--- src/rtl/core/jhsp_pkg.sv ---
// ----------------------------------------------------------------------------
// jhsp_pkg
// shared types and codes of the jpeg header segment parser
// ----------------------------------------------------------------------------
`default_nettype none
package jhsp_pkg;
	localparam logic [3:0] PH_IDLE   = 4'd0;
	localparam logic [3:0] PH_LEN    = 4'd1;
	localparam logic [3:0] PH_HEAD   = 4'd2;
	localparam logic [3:0] PH_CA     = 4'd3;
	localparam logic [3:0] PH_CB     = 4'd4;
	localparam logic [3:0] PH_CC     = 4'd5;
	localparam logic [3:0] PH_TA     = 4'd6;
	localparam logic [3:0] PH_TB     = 4'd7;
	localparam logic [3:0] PH_TC     = 4'd8;
	localparam logic [3:0] PH_TABHDR = 4'd9;
	localparam logic [3:0] PH_HI     = 4'd10;
	localparam logic [3:0] PH_LO     = 4'd11;
	localparam logic [3:0] PH_COUNTS = 4'd12;
	localparam logic [3:0] PH_SYMS   = 4'd13;

	localparam logic [2:0] K_JFIF  = 3'd0;
	localparam logic [2:0] K_COM   = 3'd1;
	localparam logic [2:0] K_FRAME = 3'd2;
	localparam logic [2:0] K_SCAN  = 3'd3;
	localparam logic [2:0] K_QUANT = 3'd4;
	localparam logic [2:0] K_HUFF  = 3'd5;

	localparam logic [4:0] T_VER = 5'd0, T_UNITS = 5'd1, T_XD = 5'd2, T_YD = 5'd3;
	localparam logic [4:0] T_THUMB = 5'd4, T_COM = 5'd5, T_PREC = 5'd6, T_LINES = 5'd7;
	localparam logic [4:0] T_SPL = 5'd8, T_NCOMP = 5'd9, T_FCOMP = 5'd10;
	localparam logic [4:0] T_SCNT = 5'd11, T_SCOMP = 5'd12, T_SPEC = 5'd13;
	localparam logic [4:0] T_QCOEF = 5'd14, T_HCNT = 5'd15, T_HSYM = 5'd16;

	typedef struct packed {
		logic [4:0]  tag;
		logic [7:0]  key;
		logic [15:0] value_a;
		logic [7:0]  value_b;
		logic [7:0]  value_c;
		logic [3:0]  value_d;
		logic [7:0]  position;
		logic        error;
		logic        segment_done;
	} report_t;

	typedef struct packed {
		logic [2:0] kind;
		logic [7:0] data_byte;
		logic       segment_start;
		logic [3:0] process_type;
	} beat_t;
endpackage
`default_nettype wire

--- src/rtl/core/jhsp_core.sv ---
// ----------------------------------------------------------------------------
// jhsp_core
// parser state and per-byte decode; state updates when a byte steps, its report comes in the same cycle
// ----------------------------------------------------------------------------
`default_nettype none
module jhsp_core (
	input  wire logic             clk,
	input  wire logic             arst_n,
	input  wire logic             step,
	input  wire jhsp_pkg::beat_t  beat,
	output logic                  rep_valid,
	output jhsp_pkg::report_t     rep
);
	import jhsp_pkg::*;

	logic [2:0]  kind_q;
	logic [15:0] cnt_q, rem_q;
	logic [7:0]  held_q, id_q, total_q;
	logic [3:0]  cls_q, prec_q, phase_q;
	logic [11:0] idx_q, sym_q;

	logic [2:0]  kind_d;
	logic [15:0] cnt_d, rem_d;
	logic [7:0]  held_d, id_d, total_d;
	logic [3:0]  cls_d, prec_d, phase_d;
	logic [11:0] idx_d, sym_d;

	logic [7:0]  b;
	logic [15:0] len, hb, need;
	logic [11:0] idx_inc, sym_sum;
	logic        emit;
	report_t     r;

	assign b  = beat.data_byte;
	assign hb = {held_q, b};
	assign idx_inc = idx_q + 12'd1;
	assign sym_sum = sym_q + {4'd0, b};

	always_comb begin
		kind_d = kind_q; cnt_d = cnt_q; rem_d = rem_q; held_d = held_q; id_d = id_q;
		total_d = total_q; cls_d = cls_q; prec_d = prec_q; phase_d = phase_q;
		idx_d = idx_q; sym_d = sym_q;
		emit = 1'b0;
		r = '0;
		len = hb;
		need = '0;
		if (beat.segment_start) begin
			kind_d = beat.kind; held_d = b; cnt_d = 16'd1; rem_d = '0; id_d = '0;
			cls_d = '0; prec_d = '0; idx_d = '0; sym_d = '0; total_d = '0;
			phase_d = (beat.kind <= K_HUFF) ? PH_LEN : PH_IDLE;
		end else if (phase_q != PH_IDLE) begin
			cnt_d = cnt_q + 16'd1;
			unique case (phase_q)
				PH_LEN: begin
					if (kind_q == K_JFIF || kind_q == K_FRAME || kind_q == K_SCAN) begin
						phase_d = PH_HEAD;
					end else begin
						rem_d = (len < 16'd2) ? 16'd0 : len - 16'd2;
						if (rem_d == 16'd0) phase_d = PH_IDLE;
						else phase_d = (kind_q == K_COM) ? PH_HEAD : PH_TABHDR;
					end
				end
				PH_HEAD: begin
					if (kind_q == K_JFIF) begin
						case (cnt_q)
							16'd2, 16'd3, 16'd4, 16'd5, 16'd6: begin
								if (b != ((cnt_q == 16'd2) ? 8'h4A :
								          (cnt_q == 16'd4) ? 8'h49 :
								          (cnt_q == 16'd6) ? 8'h00 : 8'h46)) begin
									emit = 1'b1; r.error = 1'b1; r.segment_done = 1'b1;
								end
							end
							16'd7, 16'd10, 16'd12, 16'd14: held_d = b;
							16'd8:  begin emit = 1'b1; r.tag = T_VER; r.value_a = hb; end
							16'd9:  begin emit = 1'b1; r.tag = T_UNITS; r.value_a = {8'd0, b}; end
							16'd11: begin emit = 1'b1; r.tag = T_XD; r.value_a = hb; end
							16'd13: begin emit = 1'b1; r.tag = T_YD; r.value_a = hb; end
							16'd15: begin
								emit = 1'b1; r.tag = T_THUMB; r.value_a = {8'd0, held_q};
								r.value_b = b; r.segment_done = 1'b1;
							end
							default: ;
						endcase
					end else if (kind_q == K_FRAME) begin
						case (cnt_q)
							16'd2: begin
								emit = 1'b1; r.tag = T_PREC; r.value_a = {8'd0, b};
								r.value_c = {4'd0, beat.process_type};
							end
							16'd3, 16'd5: held_d = b;
							16'd4: begin emit = 1'b1; r.tag = T_LINES; r.value_a = hb; end
							16'd6: begin emit = 1'b1; r.tag = T_SPL; r.value_a = hb; end
							16'd7: begin
								total_d = b; idx_d = '0; phase_d = PH_CA;
								emit = 1'b1; r.tag = T_NCOMP; r.value_a = {8'd0, b};
								r.segment_done = (b == 8'd0);
							end
							default: ;
						endcase
					end else if (kind_q == K_SCAN) begin
						total_d = b; idx_d = '0;
						phase_d = (b == 8'd0) ? PH_TA : PH_CA;
						emit = 1'b1; r.tag = T_SCNT; r.value_a = {8'd0, b};
					end else begin
						rem_d = rem_q - 16'd1;
						emit = 1'b1; r.tag = T_COM; r.value_a = {8'd0, b};
						r.position = 8'(cnt_q - 16'd2);
						r.segment_done = (rem_d == 16'd0);
					end
				end
				PH_CA: begin id_d = b; phase_d = PH_CB; end
				PH_CB: begin
					if (kind_q == K_FRAME) begin
						held_d = b; phase_d = PH_CC;
					end else begin
						idx_d = idx_inc;
						phase_d = (idx_inc >= {4'd0, total_q}) ? PH_TA : PH_CA;
						emit = 1'b1; r.tag = T_SCOMP; r.key = id_q;
						r.value_a = {12'd0, b[7:4]}; r.value_b = {4'd0, b[3:0]};
					end
				end
				PH_CC: begin
					idx_d = idx_inc; phase_d = PH_CA;
					emit = 1'b1; r.tag = T_FCOMP; r.key = id_q;
					r.value_a = {12'd0, held_q[7:4]}; r.value_b = {4'd0, held_q[3:0]};
					r.value_c = b; r.segment_done = (idx_inc >= {4'd0, total_q});
				end
				PH_TA: begin id_d = b; phase_d = PH_TB; end
				PH_TB: begin held_d = b; phase_d = PH_TC; end
				PH_TC: begin
					emit = 1'b1; r.tag = T_SPEC; r.value_a = {8'd0, id_q};
					r.value_b = held_q; r.value_c = {4'd0, b[7:4]}; r.value_d = b[3:0];
					r.segment_done = 1'b1;
				end
				PH_TABHDR: begin
					id_d = {4'd0, b[3:0]}; idx_d = '0;
					if (kind_q == K_QUANT) begin
						prec_d = b[7:4];
						need = (b[7:4] == 4'd1) ? 16'd129 : 16'd65;
						rem_d = (rem_q < need) ? 16'd0 : rem_q - need;
						phase_d = (b[7:4] == 4'd1) ? PH_HI : PH_LO;
					end else begin
						cls_d = b[7:4]; sym_d = '0; phase_d = PH_COUNTS;
					end
				end
				PH_HI: begin held_d = b; phase_d = PH_LO; end
				PH_LO: begin
					idx_d = idx_inc;
					emit = 1'b1; r.tag = T_QCOEF; r.key = id_q;
					r.value_a = (prec_q == 4'd1) ? hb : {8'd0, b};
					r.value_b = {4'd0, prec_q}; r.position = idx_q[7:0];
					if (idx_inc >= 12'd64) begin
						if (rem_q == 16'd0) r.segment_done = 1'b1;
						else phase_d = PH_TABHDR;
					end else begin
						phase_d = (prec_q == 4'd1) ? PH_HI : PH_LO;
					end
				end
				PH_COUNTS: begin
					sym_d = sym_sum; idx_d = idx_inc;
					emit = 1'b1; r.tag = T_HCNT; r.key = id_q; r.value_a = {8'd0, b};
					r.value_b = {4'd0, cls_q}; r.position = idx_q[7:0];
					if (idx_inc >= 12'd16) begin
						need = 16'd17 + {4'd0, sym_sum};
						rem_d = (rem_q < need) ? 16'd0 : rem_q - need;
						idx_d = '0;
						if (sym_sum == 12'd0) begin
							if (rem_d == 16'd0) r.segment_done = 1'b1;
							else phase_d = PH_TABHDR;
						end else begin
							phase_d = PH_SYMS;
						end
					end
				end
				PH_SYMS: begin
					idx_d = idx_inc;
					emit = 1'b1; r.tag = T_HSYM; r.key = id_q; r.value_a = {8'd0, b};
					r.value_b = {4'd0, cls_q}; r.position = idx_q[7:0];
					if (idx_inc >= sym_q) begin
						if (rem_q == 16'd0) r.segment_done = 1'b1;
						else phase_d = PH_TABHDR;
					end
				end
				default: ;
			endcase
			if (emit && r.segment_done) phase_d = PH_IDLE;
		end
	end

	always_ff @(posedge clk or negedge arst_n) begin
		if (!arst_n) begin
			kind_q <= '0; cnt_q <= '0; rem_q <= '0; held_q <= '0; id_q <= '0;
			total_q <= '0; cls_q <= '0; prec_q <= '0; phase_q <= PH_IDLE;
			idx_q <= '0; sym_q <= '0;
		end else if (step) begin
			kind_q <= kind_d; cnt_q <= cnt_d; rem_q <= rem_d; held_q <= held_d;
			id_q <= id_d; total_q <= total_d; cls_q <= cls_d; prec_q <= prec_d;
			phase_q <= phase_d; idx_q <= idx_d; sym_q <= sym_d;
		end
	end

	assign rep_valid = emit;
	assign rep = r;
endmodule
`default_nettype wire

--- src/rtl/core/jpeg_header_segment_parser.sv ---
// ----------------------------------------------------------------------------
// jpeg_header_segment_parser
// parses jpeg header segment bytes into field reports
// ----------------------------------------------------------------------------
// One byte per beat; a new byte is taken every cycle unless the output
// register holds a report that is not taken and the input register holds a
// byte that yields a report. A byte enters an input register, its state update
// and report decode are combinational from there, and when the byte steps the
// report lands in the output register.
`default_nettype none
module jpeg_header_segment_parser (
	input  wire logic        clk,
	input  wire logic        arst_n,
	input  wire logic        s_tvalid,
	output logic             s_tready,
	input  wire logic [15:0] s_tdata,   // data_byte[7:0], process_type[11:8], zeros
	input  wire logic [3:0]  s_tuser,   // kind[2:0], segment_start[3]
	output logic             m_tvalid,
	input  wire logic        m_tready,
	output logic [55:0]      m_tdata,   // key, value_a, value_b, value_c,
	                                    // value_d, position, zeros
	output logic [5:0]       m_tuser,   // tag[4:0], error[5]
	output logic             m_tlast    // segment_done
);
	import jhsp_pkg::*;

	beat_t   beat_s1;
	logic    valid_s1;
	logic    rep_valid;
	report_t rep;
	report_t out_q;
	logic    out_valid_q;
	logic    step;

	// s1 advances when the output register can take what it produces
	assign step = valid_s1 && (!out_valid_q || m_tready || !rep_valid);
	assign s_tready = !valid_s1 || step;

	always_ff @(posedge clk or negedge arst_n) begin
		if (!arst_n) begin
			valid_s1 <= 1'b0;
		end else if (s_tready) begin
			valid_s1 <= s_tvalid;
		end
	end

	always_ff @(posedge clk) begin
		if (s_tready && s_tvalid) begin
			beat_s1 <= '{kind: s_tuser[2:0], data_byte: s_tdata[7:0],
			             segment_start: s_tuser[3], process_type: s_tdata[11:8]};
		end
	end

	jhsp_core u_core (
		.clk       (clk),
		.arst_n    (arst_n),
		.step      (step),
		.beat      (beat_s1),
		.rep_valid (rep_valid),
		.rep       (rep)
	);

	always_ff @(posedge clk or negedge arst_n) begin
		if (!arst_n) begin
			out_valid_q <= 1'b0;
		end else if (step && rep_valid) begin
			out_valid_q <= 1'b1;
		end else if (m_tready) begin
			out_valid_q <= 1'b0;
		end
	end

	always_ff @(posedge clk) begin
		if (step && rep_valid) out_q <= rep;
	end

	assign m_tvalid = out_valid_q;
	assign m_tdata  = {4'd0, out_q.position, out_q.value_d, out_q.value_c,
	                   out_q.value_b, out_q.value_a, out_q.key};
	assign m_tuser  = {out_q.error, out_q.tag};
	assign m_tlast  = out_q.segment_done;
endmodule
`default_nettype wire

--- config.mk ---
export PLATFORM = sky130hd
export DESIGN_NAME = jpeg_header_segment_parser
export DESIGN_NICKNAME = d
export VERILOG_FILES = /design/src/rtl/core/jhsp_pkg.sv /design/src/rtl/core/jhsp_core.sv /design/src/rtl/core/jpeg_header_segment_parser.sv
export SDC_FILE = /design/constraint.sdc
export NUM_CORES = 1
export LEC_CHECK = 0
export BUFFER_PORTS_ARGS = -buffer_cell sky130_fd_sc_hd__buf_2
export CORE_ASPECT_RATIO = 1.25
export CORE_UTILIZATION = 26
export CTS_CLUSTER_SIZE = 24
export DETAILED_ROUTE_END_ITERATION = 6
export PLACE_DENSITY = 0.4
export SYNTH_ARGS = -nofsm -noshare
export SYNTH_HDL_FRONTEND = slang
export SYNTH_SLANG_ARGS = --single-unit
--- constraint.sdc ---
create_clock -name clk -period 13.5 [get_ports clk]
set_input_delay 0 -clock clk [delete_from_list [all_inputs] [get_ports clk]]
set_output_delay 0 -clock clk [all_outputs]
set_load 0.03 [all_outputs]
**After elaboration in Yosys (flattened, before gate mapping)**

Cells that the tools add are included.

- Register bits after elaboration: 172
- Output and inout bits: 65
- Word-level logic and storage cells: 299

- Add/subtract/negate cells: 9
- Order comparisons: 8
- Equality and inequality tests: 57
- Muxes and demuxes: 133
- Bitwise gates (word level): 5
- Reduce and logical (&&, ||, !) cells: 61

Operator list:

| kind | number |
|---|---|
| $mux 16 | 16 |
| $mux 8 | 26 |
| $pmux 24 s6 | 1 |
| $mux 12 | 11 |
| $eq 16x4->1 const B | 8 |
| $mux 4 | 29 |
| $eq 16x3->1 const B | 4 |
| $logic_not 16->1 | 4 |
| $pmux 16 s4 | 1 |
| $pmux 12 s5 | 1 |
| $pmux 16 s3 | 1 |
| $pmux 4 s12 | 1 |
| $pmux 8 s2 | 3 |
| $pmux 8 s3 | 2 |
| $mux 36 | 1 |
| $pmux 5 s7 | 1 |
| $eq 16x2->1 const B | 2 |
| $lt 16x16->1 | 2 |
| $pmux 16 s2 | 1 |
| $sub 16x16->16 | 2 |
| $mux 1 | 26 |
| $eq 4x4->1 const B | 6 |
| $pmux 12 s2 | 1 |
| $ne 3x3->1 const B | 7 |
| 59 further kinds | 116 |

**Longest topological paths before layout**

Gate-level depths: netlist (run 1).

- Word-level depth: 18
- Gate-level depth with buffers: 22
- Gate-level depth less buffers: 21

**Cells and area by module**

From an unflattened synthesis (run 1), not the netlist that was laid out.

- Cell total of the unflattened synthesis: 1406
- Area, all modules: 12358.1 µm²

Modules (own cells, without submodules):

| module | instances | cells an instance | area each (µm²) |
|---|---|---|---|
| jhsp_core | 1 | 1316 | 9965.8 |
| jpeg_header_segment_parser | 1 | 90 | 2392.3 |

**Worst setup path before layout (run 1)**

No wires, ideal clock.

- Path kind: reg2reg
- From: register u_core.cnt_q[12]
- To: register out_q (netlist bit m_tdata[0]), enable pin
- Data arrival time: 4.817 ns
- Required time: 13.023 ns
- Path slack: 8.206 ns
- Stages on the path, launching flop included: 9
- Path buffers: 0
- Period minus slack after synthesis: 5.294 ns
- Cells stage by stage: dfrtp_1 > nor4_1 > nand3_1 > or3_1 > a311oi_1 > o21ai_0 > a21oi_1 > o211ai_1 > nor2_1

- Longest elaborated chain between the ends: 17

Ends and longest elaborated chain:

| item | line | RTL |
|---|---|---|
| start, declared | jhsp_core.sv:17 | `logic [15:0] cnt_q, rem_q;` |
| start signal, assigned | jhsp_core.sv:196 | `kind_q <= kind_d; cnt_q <= cnt_d; rem_q <= rem_d; held_q <= held_d;` |
| $eq 16x3->1 | jhsp_core.sv:65, jhsp_core.sv:69, jhsp_core.sv:85 |  |
| $mux 7 | jhsp_core.sv:69 | `(cnt_q == 16'd6) ? 8'h00 : 8'h46)) begin` |
| $mux 8 | jhsp_core.sv:68 | `(cnt_q == 16'd4) ? 8'h49 :` |
| $mux 8 | jhsp_core.sv:67 | `if (b != ((cnt_q == 16'd2) ? 8'h4A :` |
| $ne 8x8->1 | jhsp_core.sv:67 |  |
| $mux 1 | jhsp_core.sv:67 |  |
| $pmux 1 s2 | jhsp_core.sv:65 | `case (cnt_q)` |
| $mux 1 (*) | jhsp_core.sv:64 | `if (kind_q == K_JFIF) begin` |
| $pmux 1 s3 (*) | jhsp_core.sv:53 | `unique case (phase_q)` |
| $mux 1 (*) | jhsp_core.sv:51 | `end else if (phase_q != PH_IDLE) begin` |
| $mux 1 (*) | jhsp_core.sv:47 | `if (beat.segment_start) begin` |
| $mux 1 (*) | jhsp_core.sv:51 |  |
| $mux 1 (*) | jhsp_core.sv:47 |  |
| $logic_not 1->1 | jpeg_header_segment_parser.sv:36 | `assign step = valid_s1 && (!out_valid_q \|\| m_tready \|\| !rep_valid);` |
| $logic_or 1x1->1 | jpeg_header_segment_parser.sv:36 |  |
| $logic_and 1x1->1 | jpeg_header_segment_parser.sv:36 |  |
| $logic_and 1x1->1 (*) | jpeg_header_segment_parser.sv:74 | `if (step && rep_valid) out_q <= rep;` |
| end signal, assigned | jpeg_header_segment_parser.sv:74 |  |
| end, declared | jpeg_header_segment_parser.sv:31 | `report_t out_q;` |

Every way passes the cells marked *; elsewhere a longest branch is shown, timed or not. The select of a mux whose other input is x is not followed.
A chain may end at the register's enable or synchronous reset.

**Worst setup path after layout (run 1)**

- From: register beat_s1[6] (netlist bit)
- To: register out_q (netlist bit m_tlast) (data pin)

- Longest elaborated chain between the ends: 11

Ends and longest elaborated chain:

| item | line | RTL |
|---|---|---|
| start, declared | jpeg_header_segment_parser.sv:27 | `beat_t beat_s1;` |
| start signal, assigned | jpeg_header_segment_parser.sv:49 | `beat_s1 <= '{kind: s_tuser[2:0], data_byte: s_tdata[7:0],` |
| $add 12x8->12 | jhsp_core.sv:37 | `assign sym_sum = sym_q + {4'd0, b};` |
| $add 5x12->13 | jhsp_core.sv:164 | `need = 16'd17 + {4'd0, sym_sum};` |
| $sub 16x16->16 / $lt 16x16->1 (equally long branches) | jhsp_core.sv:165 | `rem_d = (rem_q < need) ? 16'd0 : rem_q - need;` |
| $mux 16 | jhsp_core.sv:165 |  |
| $logic_not 16->1 | jhsp_core.sv:168 | `if (rem_d == 16'd0) r.segment_done = 1'b1;` |
| $mux 1 | jhsp_core.sv:168 |  |
| $mux 1 | jhsp_core.sv:167 | `if (sym_sum == 12'd0) begin` |
| $mux 1 | jhsp_core.sv:163 | `if (idx_inc >= 12'd16) begin` |
| $pmux 1 s6 (*) | jhsp_core.sv:53 |  |
| $mux 1 (*) | jhsp_core.sv:51 |  |
| $mux 1 (*) | jhsp_core.sv:47 |  |

Marked as above.

==> impl_results.md, run 1 <==
- Die Footprint: 48700 µm²
- GR Util met2: approximately 32%
- Initial antenna violation count: 0
- Avg Cell Area, Syn: between 8 and 9 µm²
- Post-synth top flop: dfrtp_1
- Cells after synthesis: 1435
- FP Rows: slightly below 90
- Cells on worst reg2reg path: 19
- Post-synth EDFFs: 75
- Reg2reg start: beat_s1[6]
- Period utilization: about half
- Gp weighted congestion: between 0.8 and 0.9
- CP max stage delay: 0.84 ns
- Pre-antenna DRT Iters: 7
- Clk_lat worst skew: 0.47 ns
- IO buf count: 80
- Dominant cell type by area after synthesis: dfrtp_1
- Critical path depth in cells: 19
- Max-slew headroom: 25.7%
- Maximum vdd drop: 91.0 µV
- Vias per inst: between 5 and 6
- P&R area growth vs syn: 14.4%
- # IOs: 89
- Ys async rst share: 56.4%
- CTS buffer count: 17
- Routed Antenna Nets: 0
- WP data arrival: 6.84 ns
- R2r setup slk: 6.97 ns
- Crit path capture: m_tlast
- Final hold vios: 0
- CTS clk-pin slew, worst paths: 0.08 ns
- Least-Margin Pin Slew: roughly 1.1 ns
- Crit Path Class: register to register
- Avg WL per Cell: 21.4 µm
- Worst Path Buf+Inv: 1
- Failing checks: design-rule violations
- HPWL after DPL: 34.1 mm
- Worst hold slack: ~0.075 ns
- CTS tree: built
- Share of cells above drive strength 1: 10.8%
- Slew Viols, Final: 0
- Clock Path Buffers: 2
- Met1 Resource Use GR: 24.6%
- Kind of cell adding the most delay to the critical path: simple AND/OR/NAND/NOR gates
- Ys Warns: 0
- Register area share after synthesis: a little under two fifths
- LEAKAGE: approximately 5.3 nW
- Area contributors post-synth: dfrtp_1 (20%), edfxtp_1 (18%), ha_1 (5.6%)
- Area share of the largest cell type after synthesis: 19.5%
- Fmax: between 0.15 and 0.2 GHz
- FF+latch count, synth: 172
- Post-route minimum period: 6.53 ns
- Grt peak-use layer: met2
- Crit Reg-Reg Endpoint: m_tlast
- CP most frequent cell: nor2_1
- Total power: 2.85 mW
- Largest net degree at the start of global routing: 60
- Worst-path cell chain: inv_1, fa_1, nor2b_1, o21ai_0, a21oi_1, nor2_1, nor2_1, nand2_1, or4_1, or3_1, ha_1, nand3_1, a211oi_1, nor4_1, a2111oi_0, and4_1, o211ai_1, and3_1, nor2_1
- Top fanout value on the critical path: 12
- Clock Sinks: 172
- Cell Area, Synth: 12400 µm²
- Setup Skew: 0.0141 ns
- Die width: 198 µm
- Clock root buffer: clkbuf_16
- Met3 usage in global routing: 2.34%
- Post-CTS resize count: 0
- Die height: 247 µm
- Area after DPL: 13500 µm²
- Starting Density: 26.3%
- Core Box Area: 47200 µm²
- H-tree Lvls: 4
- Iteration-0 DRC Markers: between 700 and 800
- Critical Path RT: 13.82 ns
- Total negative setup slack: 0 ns
- First-pass GRT wire length: 69.4 mm
- Global route overflow: 0
- Vias in the first global route: roughly 11000
- Crit. Startpoint: beat_s1[6]
- Antenna Cells: 0
- RSZ-0062 raised after global routing: false
- Final Setup Violations: 0
- Overall routing resource usage: approximately a fifth
- Fin nets: 1570
- Tightest Hold Check Type: input port to asynchronous set/reset pin
- CP Launch Type: register
- Max-cap violations: 0
- Postcts setup bufs: 0
- DRC viols: 2
- Critical path endpoint category: register
- Count of cell types in the netlist: 86
- Routed WL: about 46 mm
- Slowest stage cell on the critical path: edfxtp_1
- Status: finished with violations
- Pwr/cell area: 201 nW/µm²
- Via Count: 11400
- Design area: 14200 µm²
[worst reg2reg max path: cells and delay by family (launching register included)]
kind	cells	cell delay, ns
DFF	1	0.84
and+or+nand+nor	11	2.43
buffers and inverters	1	0.56
adders and majority gates	2	1.09
AOI/OAI and AO/OA	5	1.47
[what timing repair did]
action                     4_1_cts  5_1_grt
hold buffers                    20        0
setup endpoints to repair        0        0
hold endpoints to repair        59        0
[routing by layer]
metal / part of all wire (%) / vias up
met4: 3.0 / 0
met2: 49 / 312
met1: 45 / 5575
li1: - / 5447
met3: 3.3 / 52
met5: 0 / -
[final cells by class]
type / instances / area, µm²
Clock buffer: 17 / 425
Clock inverter: 14 / 148
Fill cell: 5130 / 33000
Inverter: 55 / 206
Multi-Input combinational cell: 1124 / 7230
Sequential cell: 172 / 4680
Tap cell: 637 / 797
Timing Repair Buffer: 118 / 738
[worst min-delay path by stage]
| stage | start | end | slack (ns) | cells after the start |
|---|---|---|---|---|
| 5_1_grt | arst_n | u_core.cnt_q[11] | 0.14 | 2 |
| 6_report | arst_n | u_core.cnt_q[11] | 0.07 | 2 |
| 2_1_floorplan | arst_n | m_tvalid | -0.30 | 0 |
| 4_1_cts | arst_n | u_core.cnt_q[11] | 0.09 | 2 |
| 3_3_place_gp | arst_n | u_core.cnt_q[12] | 0.04 | 1 |
| 3_5_place_dp | arst_n | u_core.cnt_q[11] | 0.04 | 1 |
[cells in the final DEF (no fill, tap or decap), types with 17 or more instances in the layout]
master,count
nor2_1,137
clkbuf_16,17
nand3_1,32
a21oi_1,85
xnor2_1,43
buf_2,79
o31ai_1,21
o21ai_0,91
and2_1,29
or3_1,22
buf_4,19
dfrtp_1,97
nand2_1,138
edfxtp_1,75
nand2b_1,27
nor3_1,48
nor4_1,20
ha_1,56
a22oi_1,22
dlygate4sd3_1,20
o22ai_1,21
inv_1,54
xor2_1,27
[logic make-up after synthesis]
logic type / after synthesis / synth area share, %
AND/OR/NAND/NOR: 547 / 22.2
AO/OA/AOI/OAI: 431 / 23.6
flip-flops: 172 / 37.6
buffers and inverters: 142 / 4.45
XOR/XNOR: 70 / 4.93
adder cells (fa/ha/maj): 58 / 5.96
multiplexers: 14 / 1.22
other: 1 / 0.0302
[registers in the layout, indices dropped and copies added, names as in the netlist]
name            count
u_core.phase_q      4
valid_s1            1
u_core.rem_q       16
m_tlast             1
u_core.sym_q       12
u_core.total_q      8
beat_s1            16
m_tvalid            1
u_core.idx_q       12
u_core.cls_q        4
u_core.held_q       8
u_core.prec_q       4
u_core.kind_q       3
u_core.id_q         8
m_tuser             6
m_tdata            52
u_core.cnt_q       16
[synth_stat cells, drive strengths merged, types with 13 or more instances]
cell type and count:
nand2b 27, nor2 138, xor2 27, a21oi 85
a22oi 22, o31ai 21, a31oi 14, xnor2 43
a2111oi 13, clkbuf 74, nand4 16, inv 54
and2 29, or3 22, buf 13, o2bb2ai 16
a222oi 13, nand3 32, o21ai 97, nand2 138
nor4 23, a211oi 13, o22ai 21, edfxtp 75
nor3 51, dfrtp 97, ha 56, o21a 14
[power by group]
| part | leakage [nW] | switching, mW | internal [mW] |
|---|---|---|---|
| registers | 1.92 | 0.185 | 0.633 |
| clock network | 0.279 | 0.231 | 0.272 |
| logic | 3.06 | 0.977 | 0.555 |
[per-stage QoR]
| step | util [%] | cells | setup slack (ns) |
|---|---|---|---|
| 4_1_cts | 30.1 | 2137 | 7.00 |
| 2_1_floorplan | - | 1438 | 8.21 |
| 3_3_place_gp | 28.5 | 2086 | 6.97 |
| 5_1_grt | 30.1 | 2137 | 6.60 |
| 3_5_place_dp | 28.5 | 2086 | 7.07 |
| 6_report | 30.1 | 2137 | 6.97 |
Note: power is estimated with default switching activity, not from simulation.
==> inputs of run 2 (changes only) <==
==> constraint.sdc (replaced) <==
create_clock -name clk -period 6.7 [get_ports clk]
set_input_delay 0 -clock clk [delete_from_list [all_inputs] [get_ports clk]]
set_output_delay 0 -clock clk [all_outputs]
set_load 0.03 [all_outputs]
==> run 2 against run 1 <==
Routed wire length grew 1.5%. Critical path depth grew 1. Clock power grew 110%. Count of clock-buffer cells in the layout up 1. Hold slack improved by 0.040 ns. Fmax increased by 17%. Global-route usage increased by 0.29 points. Non-clock buffer count grew 4. Cell count grew 0.23%. Critical path type unchanged. Die area unchanged. Sequential share of layout area is 0.11 points lower. The flow now finishes without violations. Clock skew up 0.0080 ns.
==> impl_results.md, run 2 (synthesized netlist as in run 1, its figures left out) <==
- Status: finished, final reports clean
- Post-CTS resize count: 0 (unchanged)
- # IOs: 89 (unchanged)
- Count of filler cells inserted in the layout: 5086 (-0.86%)
- Clock Path Buffers: 2 (unchanged)
- Core Box Area: 47200 µm² (unchanged)
- Cells on worst reg2reg path: 20 (+1)
- Vias per inst: 5.34 (+0.28%)
- Fmax: 0.179 GHz (+17%)
- Post-route minimum period: 5.58 ns (-0.950 ns)
- Crit path capture: m_tlast
- Clock Sinks: 172 (unchanged)
- Crit Path Class: register to register
- Critical path endpoint category: register
- Max reg flops: 52 (unchanged)
- Period utilization: 83.2% (+35 points)
- Starting Density: 26.3% (unchanged)
- CP most frequent cell: nor2_1
- Commonest cells after routing, fill and taps aside: nand2_1 (138), nor2_1 (137), dfrtp_1 (97), o21ai_0 (91), a21oi_1 (85)
- Area of the multi-input gates: 7230 µm² (unchanged)
- First-pass GRT wire length: 69.9 mm (+0.73%)
- IO buf count: 80 (unchanged)
- CTS buffer count: 17 (unchanged)
- Vias in the first global route: 11100 (+0.56%)
- Seq pwr share: 28.8% (about the same)
- Design area: 14300 µm² (+0.33%)
- Via Count: 11400 (+0.52%)
- Top fanout value on the critical path: 12 (unchanged)
- Antenna Cells: 0 (unchanged)
- Maximum vdd drop: 214 µV (+130%)
- Tightest Hold Check Type: input port to asynchronous set/reset pin
- Max-slew headroom: 24.6% (-1.1 points)
- Crit Reg-Reg Endpoint: m_tlast
- P&R area growth vs syn: 14.8%
- Max-cap violations: 0 (unchanged)
- Routed Antenna Nets: 0 (unchanged)
- Gp weighted congestion: 0.905 (+1.0%)
- Least-Margin Pin Slew: 1.12 ns (+0.0164 ns)
- Most common cell after layout, fill and taps aside: nand2_1
- Slew Viols, Final: 0 (unchanged)
- Logic pwr share: 53.3% (-0.4 points)
- Final Setup Violations: 0 (unchanged)
- H-tree Lvls: 4 (unchanged)
- Reg2reg start: beat_s1[6]
- DRC viols: 0 (-2)
- Internal power: 2.95 mW (+100%)
- Worst hold slack: 0.114 ns (+0.0396 ns)
- Pre-antenna DRT Iters: 6 (-1)
- Initial antenna violation count: 0 (unchanged)
- Sw Share: 49.1% (+0.29 points)
- Critical Path RT: 7.02 ns (-6.80 ns)
- Setup Skew: 0.0221 ns (+0.00798 ns)
- Slowest stage cell on the critical path: or4_1
- Die height: 247 µm (unchanged)
- Pwr/cell area: 407 nW/µm² (+100%)
- CTS tree: built
- Global route overflow: 0 (unchanged)
- Avg WL per Cell: 21.7 µm (+1.3%)
- Die Footprint: 48700 µm² (unchanged)
- Worst-path cell chain: buf_4, inv_1, fa_1, nor2b_1, o31a_1, o21ai_0, nor3b_1, nor2_1, nand2_1, or4_1, or3_1, ha_1, nand3_1, a211oi_1, nor4_1, a2111oi_0, and4_1, o211ai_1, and3_1, nor2_1
- FP Rows: 89 (unchanged)
- Final hold vios: 0 (unchanged)
- Fin nets: 1574 (+0.25%)
- Sw Pwr: 2.85 mW (+100%)
- Die width: 198 µm (unchanged)
- LEAKAGE: 5.29 nW (+0.50%)
- Clock share of power: 18.0% (+0.4 points)
- WP data arrival: 5.90 ns (-0.94 ns)
- Overall routing resource usage: 19.3% (+0.29 points)
- RSZ-0062 raised after global routing: false
- Total negative setup slack: 0 ns (unchanged)
- Register area: 4680 µm² (unchanged)
- HPWL after DPL: 34.7 mm (+1.9%)
- Clock root buffer: clkbuf_16
- CP max stage delay: 0.55 ns (-0.29 ns)
- Crit. Startpoint: beat_s1[6]
- Routed WL: 46.5 mm (+1.5%)
- Postcts setup bufs: 0 (unchanged)
- Share of cells above drive strength 1: 11.0% (+0.23 points)
- Area after DPL: 13500 µm² (+0.22%)
- Largest net degree at the start of global routing: 54 (-10%)
- Clk_lat worst skew: 0.48 ns (about the same)
- R2r setup slk: 1.12 ns (-5.85 ns)
- CTS clk-pin slew, worst paths: 0.07 ns (about the same)
- CP Launch Type: register
- Iteration-0 DRC Markers: 936 (+27%)
==> run 2: cell count changes in the layout (fill, tap and decap cells not counted), sizes merged <==
cell,change
clkbuf,+1
inv,+3
buf,+4
clkinv,-3
==> run 2: worst min-delay path by stage <==
| stage | endpoint | from | cells after the start |
|---|---|---|---|
| 2_1_floorplan | m_tvalid | arst_n | 0 |
| 6_report | u_core.cnt_q[13] | arst_n | 2 |
| 3_3_place_gp | u_core.cnt_q[12] | arst_n | 1 |
| 5_1_grt | u_core.cnt_q[13] | arst_n | 2 |
| 3_5_place_dp | u_core.cnt_q[13] | arst_n | 1 |
| 4_1_cts | u_core.cnt_q[13] | arst_n | 2 |
==> run 2: layout make-up <==
class | count | share of cell area, %
well taps | 637 | 5.58
repair buffers | 122 | 5.38
clock buffers | 18 | 3.01
clock inverters | 14 | 1.13
inverters | 55 | 1.45
flip-flops and latches | 172 | 32.8
multi-input cells | 1124 | 50.7
==> run 2: layer usage <==
layer  track usage, %  part of all wire, %  vias to the layer above
li1                 -                    -                     5461
met1             24.1                   44                     5583
met2             32.5                   48                      325
met3             2.71                  3.9                       76
met4             9.10                  3.9                        0
met5                0                    0                        -
==> run 2: repair_timing <==
| action | CTS | global route |
|---|---|---|
| endpoints found under the hold margin | 66 | 0 |
| hold buffers | 20 | 0 |
| endpoints found under the setup margin | 0 | 0 |
==> run 2: critical path: cells and delay by family (launching register included) <==
kind / cells / cell delay (ns)
AOI/OAI and AO/OA: 5 / 1.23
buffers and inverters: 2 / 0.35
adders and majority gates: 2 / 0.95
DFF: 1 / 0.32
and+or+nand+nor: 11 / 2.56
==> run 2: through the flow <==
step / instances / setup slack (ns) / util (%) / total power [mW]
after global placement: 2090 / 1.19 / 28.6 / 4.74
after CTS: 2142 / 1.11 / 30.2 / 5.82
after global routing: 2142 / 0.733 / 30.2 / 6.19
after detailed placement: 2090 / 1.15 / 28.6 / 4.73
after floorplan: 1438 / 1.41 / - / 3.77
final: 2142 / 1.12 / 30.2 / 5.80
==> run 2: power groups by stage <==
stage                     clock, mW  combinational (mW)  sequential (mW)
after floorplan                   0                2.33             1.45
after detailed placement          0                3.05             1.68
final                          1.04                3.09             1.67
after CTS                      1.08                3.08             1.66
after global routing           1.11                3.39             1.69
after global placement            0                3.06             1.68
==> inputs of run 3 (changes only) <==
--- a/config.mk
+++ b/config.mk
@@ -10,7 +10,7 @@
 export CORE_UTILIZATION = 26
 export CTS_CLUSTER_SIZE = 24
 export DETAILED_ROUTE_END_ITERATION = 6
-export PLACE_DENSITY = 0.4
+export PLACE_DENSITY = 0.41
 export SYNTH_ARGS = -nofsm -noshare
 export SYNTH_HDL_FRONTEND = slang
 export SYNTH_SLANG_ARGS = --single-unit
==> constraint.sdc (replaced) <==
create_clock -name clk -period 5.05 [get_ports clk]
set_input_delay 0 -clock clk [delete_from_list [all_inputs] [get_ports clk]]
set_output_delay 0 -clock clk [all_outputs]
set_load 0.03 [all_outputs]
==> run 3 against run 2 <==
First-iteration DRC count down 11%. Largest power group unchanged. Non-clock buffer count grew 47. Critical path type unchanged. Routed wire length up 2.2%. Highest routed layer unchanged. Clock power is 38% higher. Design area rose by 3.7%. Cell count increased by 2.2%. Register-to-register slack worse by 0.89 ns. Sequential power grew 32%. Hold slack improved by 0.019 ns.
==> impl_results.md, run 3 (synthesized netlist as in run 1, its figures left out) <==
- Routed WL: 47.5 mm (+2.2%)
- Die width: 198 µm (unchanged)
- Clock Path Buffers: 2 (unchanged)
- PnR worst setup slack: 0.228 ns (-0.894 ns)
- Die height: 247 µm (unchanged)
- Design area: 14800 µm² (+3.7%)
- Sw Share: 48.3% (-0.82 points)
- Kind of cell adding the most delay to the critical path: simple AND/OR/NAND/NOR gates
- Max-slew headroom: 26.2% (+1.6 points)
- Status: finished, final reports clean
- Iteration-0 DRC Markers: 833 (-11%)
- Worst Path Buf+Inv: 2 (unchanged)
- Critical path endpoint category: register
- # IOs: 89 (unchanged)
- Area after DPL: 13800 µm² (+2.5%)
- Clk_lat worst skew: 0.48 ns (about the same)
- Sw Pwr: 3.98 mW (+39%)
- IO buf count: 80 (unchanged)
- CTS buffer count: 17 (unchanged)
- CP most frequent cell: inv_1
- Share of cells above drive strength 1: 15.3% (+4.2 points)
- Crit Path Class: register to register
- First-pass GRT wire length: 71.9 mm (+2.7%)
- FP Rows: 89 (unchanged)
- Pwr/cell area: 556 nW/µm² (+37%)
- DRC viols: 0 (unchanged)
- Final hold vios: 0 (unchanged)
- Clock share of power: 17.5% (-0.5 points)
- Global route overflow: 0 (unchanged)
- Final Util: 31.3% (+1.1 points)
- Fmax: 0.207 GHz (+16%)
- WP data arrival: 5.16 ns (-0.74 ns)
- Starting Density: 26.3% (unchanged)
- P&R area growth vs syn: 19.0%
- Dpl ws: -0.0758 ns (-1.23 ns)
- Critical Path RT: 5.39 ns (-1.63 ns)
- Top fanout value on the critical path: 4 (-8)
- Worst-path cell chain: ha_4, inv_1, fa_2, inv_1, ha_2, and3_4, nor2_1, nor2_2, nand2_1, or4_4, xnor2_1, ha_1, and2_1, nand3_1, a211oi_2, or2_2, a2111oi_2, and4_4, o211ai_1, a32oi_1, mux2i_1
- Overall routing resource usage: 19.7% (+0.45 points)
- Logic pwr share: 55.7% (+2.4 points)
- Internal power: 4.26 mW (+44%)
- Total negative setup slack: 0 ns (unchanged)
- Tightest Hold Check Type: input port to asynchronous set/reset pin
- CP Launch Type: register
- Initial antenna violation count: 0 (unchanged)
- Largest net degree at the start of global routing: 56 (+3.7%)
- Most common cell after layout, fill and taps aside: nand2_1
- Die Footprint: 48700 µm² (unchanged)
- Clock root buffer: clkbuf_16
- Clock Sinks: 172 (unchanged)
- Slew Viols, Final: 0 (unchanged)
- Routed Antenna Nets: 0 (unchanged)
- Core Box Area: 47200 µm² (unchanged)
- Final Setup Violations: 0 (unchanged)
- H-tree Lvls: 4 (unchanged)
- Gp weighted congestion: 0.901 (-0.51%)
- Max-cap violations: 0 (unchanged)
- Vias in the first global route: 11400 (+2.5%)
- CP max stage delay: 0.50 ns (-0.05 ns)
- Post-route minimum period: 4.82 ns (-0.756 ns)
- Via Count: 11700 (+2.1%)
- Seq pwr share: 26.8% (-2.0 points)
- RSZ-0062 raised after global routing: true
- Least-Margin Pin Slew: 1.10 ns (-0.0244 ns)
- Setup Skew: 0.0261 ns (+0.00407 ns)
- Avg WL per Cell: 21.7 µm (about the same)
- Maximum vdd drop: 265 µV (+24%)
- Period utilization: 95.5% (+12 points)
- Fin nets: 1621 (+3.0%)
- Max reg flops: 52 (unchanged)
- Commonest cells after routing, fill and taps aside: nand2_1 (138), nor2_1 (136), dfrtp_1 (97), o21ai_0 (88), a21oi_1 (82)
- Pre-antenna DRT Iters: 6 (unchanged)
- Slowest stage cell on the critical path: or4_4
- Vias per inst: 5.33 (-0.17%)
- CTS clk-pin slew, worst paths: 0.08 ns (about the same)
- CTS tree: built
- HPWL after DPL: 35.9 mm (+3.2%)
- LEAKAGE: 5.57 nW (+5.2%)
[run 3: cell types whose count changed in the layout (fill, tap and decap cells not counted), sizes merged]
cell      previous run  this run
buf                102       149
clkinv               6         3
inv                 59        61
bufinv               2         3
clkbuf              18        19
clkinvlp             2         1
diode                0         1
[run 3: repair_timing]
| action | 4_1_cts | 5_1_grt |
|---|---|---|
| endpoints found under the setup margin | 3 | 10 |
| pin swaps | 1 | 14 |
| hold buffers | 20 | 0 |
| gates resized for setup | 2 | 31 |
| hold endpoints to repair | 63 | 0 |
| setup buffers | 0 | 3 |
[run 3: layout make-up]
type / instances / area [µm²]
Antenna cell: 1 / 2.50
Timing Repair Buffer: 169 / 1140
Fill cell: 5023 / 32400
Tap cell: 637 / 797
Clock buffer: 19 / 433
Clock inverter: 13 / 178
Multi-Input combinational cell: 1124 / 7370
Sequential cell: 172 / 4680
Inverter: 55 / 206
[run 3: path summary, 6_finish.rpt]
check	endpoint	cells after the start	slack (ns)	startpoint
min reg2reg	u_core.kind_q[0]	1	0.49	beat_s1[13]
max in group asynchronous	u_core.sym_q[10]	3	3.64	arst_n
min in group clk	beat_s1[10]	2	0.24	s_tdata[5]
min	u_core.rem_q[13]	2	0.13	arst_n
max	u_core.phase_q[0]	21	0.23	beat_s1[5]
max reg2reg	u_core.phase_q[0]	21	0.23	beat_s1[5]
[run 3: power groups by stage]
stage | clock network [mW] | registers (mW) | logic [mW]
after floorplan | 0 | 1.92 | 3.09
after global placement | 0 | 2.22 | 4.34
after detailed placement | 0 | 2.21 | 4.34
after CTS | 1.47 | 2.19 | 4.38
after global routing | 1.52 | 2.24 | 5.02
final | 1.44 | 2.20 | 4.59
[run 3: metal layers]
layer  part of all wire [%]  GRT usage (%)  vias up
met2                     49           33.5      339
met5                      0              0        -
met4                    3.7           9.26        0
li1                       -              -     5553
met3                    3.6           2.26       84
met1                     44           24.9     5705
[run 3: per-stage QoR]
| stage | hold slack [ns] | instances | power, mW |
|---|---|---|---|
| 6_report | 0.133 | 2190 | 8.23 |
| 5_1_grt | 0.187 | 2189 | 8.78 |
| 4_1_cts | 0.138 | 2186 | 8.04 |
| 3_5_place_dp | 0.119 | 2134 | 6.55 |
| 3_3_place_gp | 0.110 | 2134 | 6.57 |
| 2_1_floorplan | -0.296 | 1438 | 5.00 |
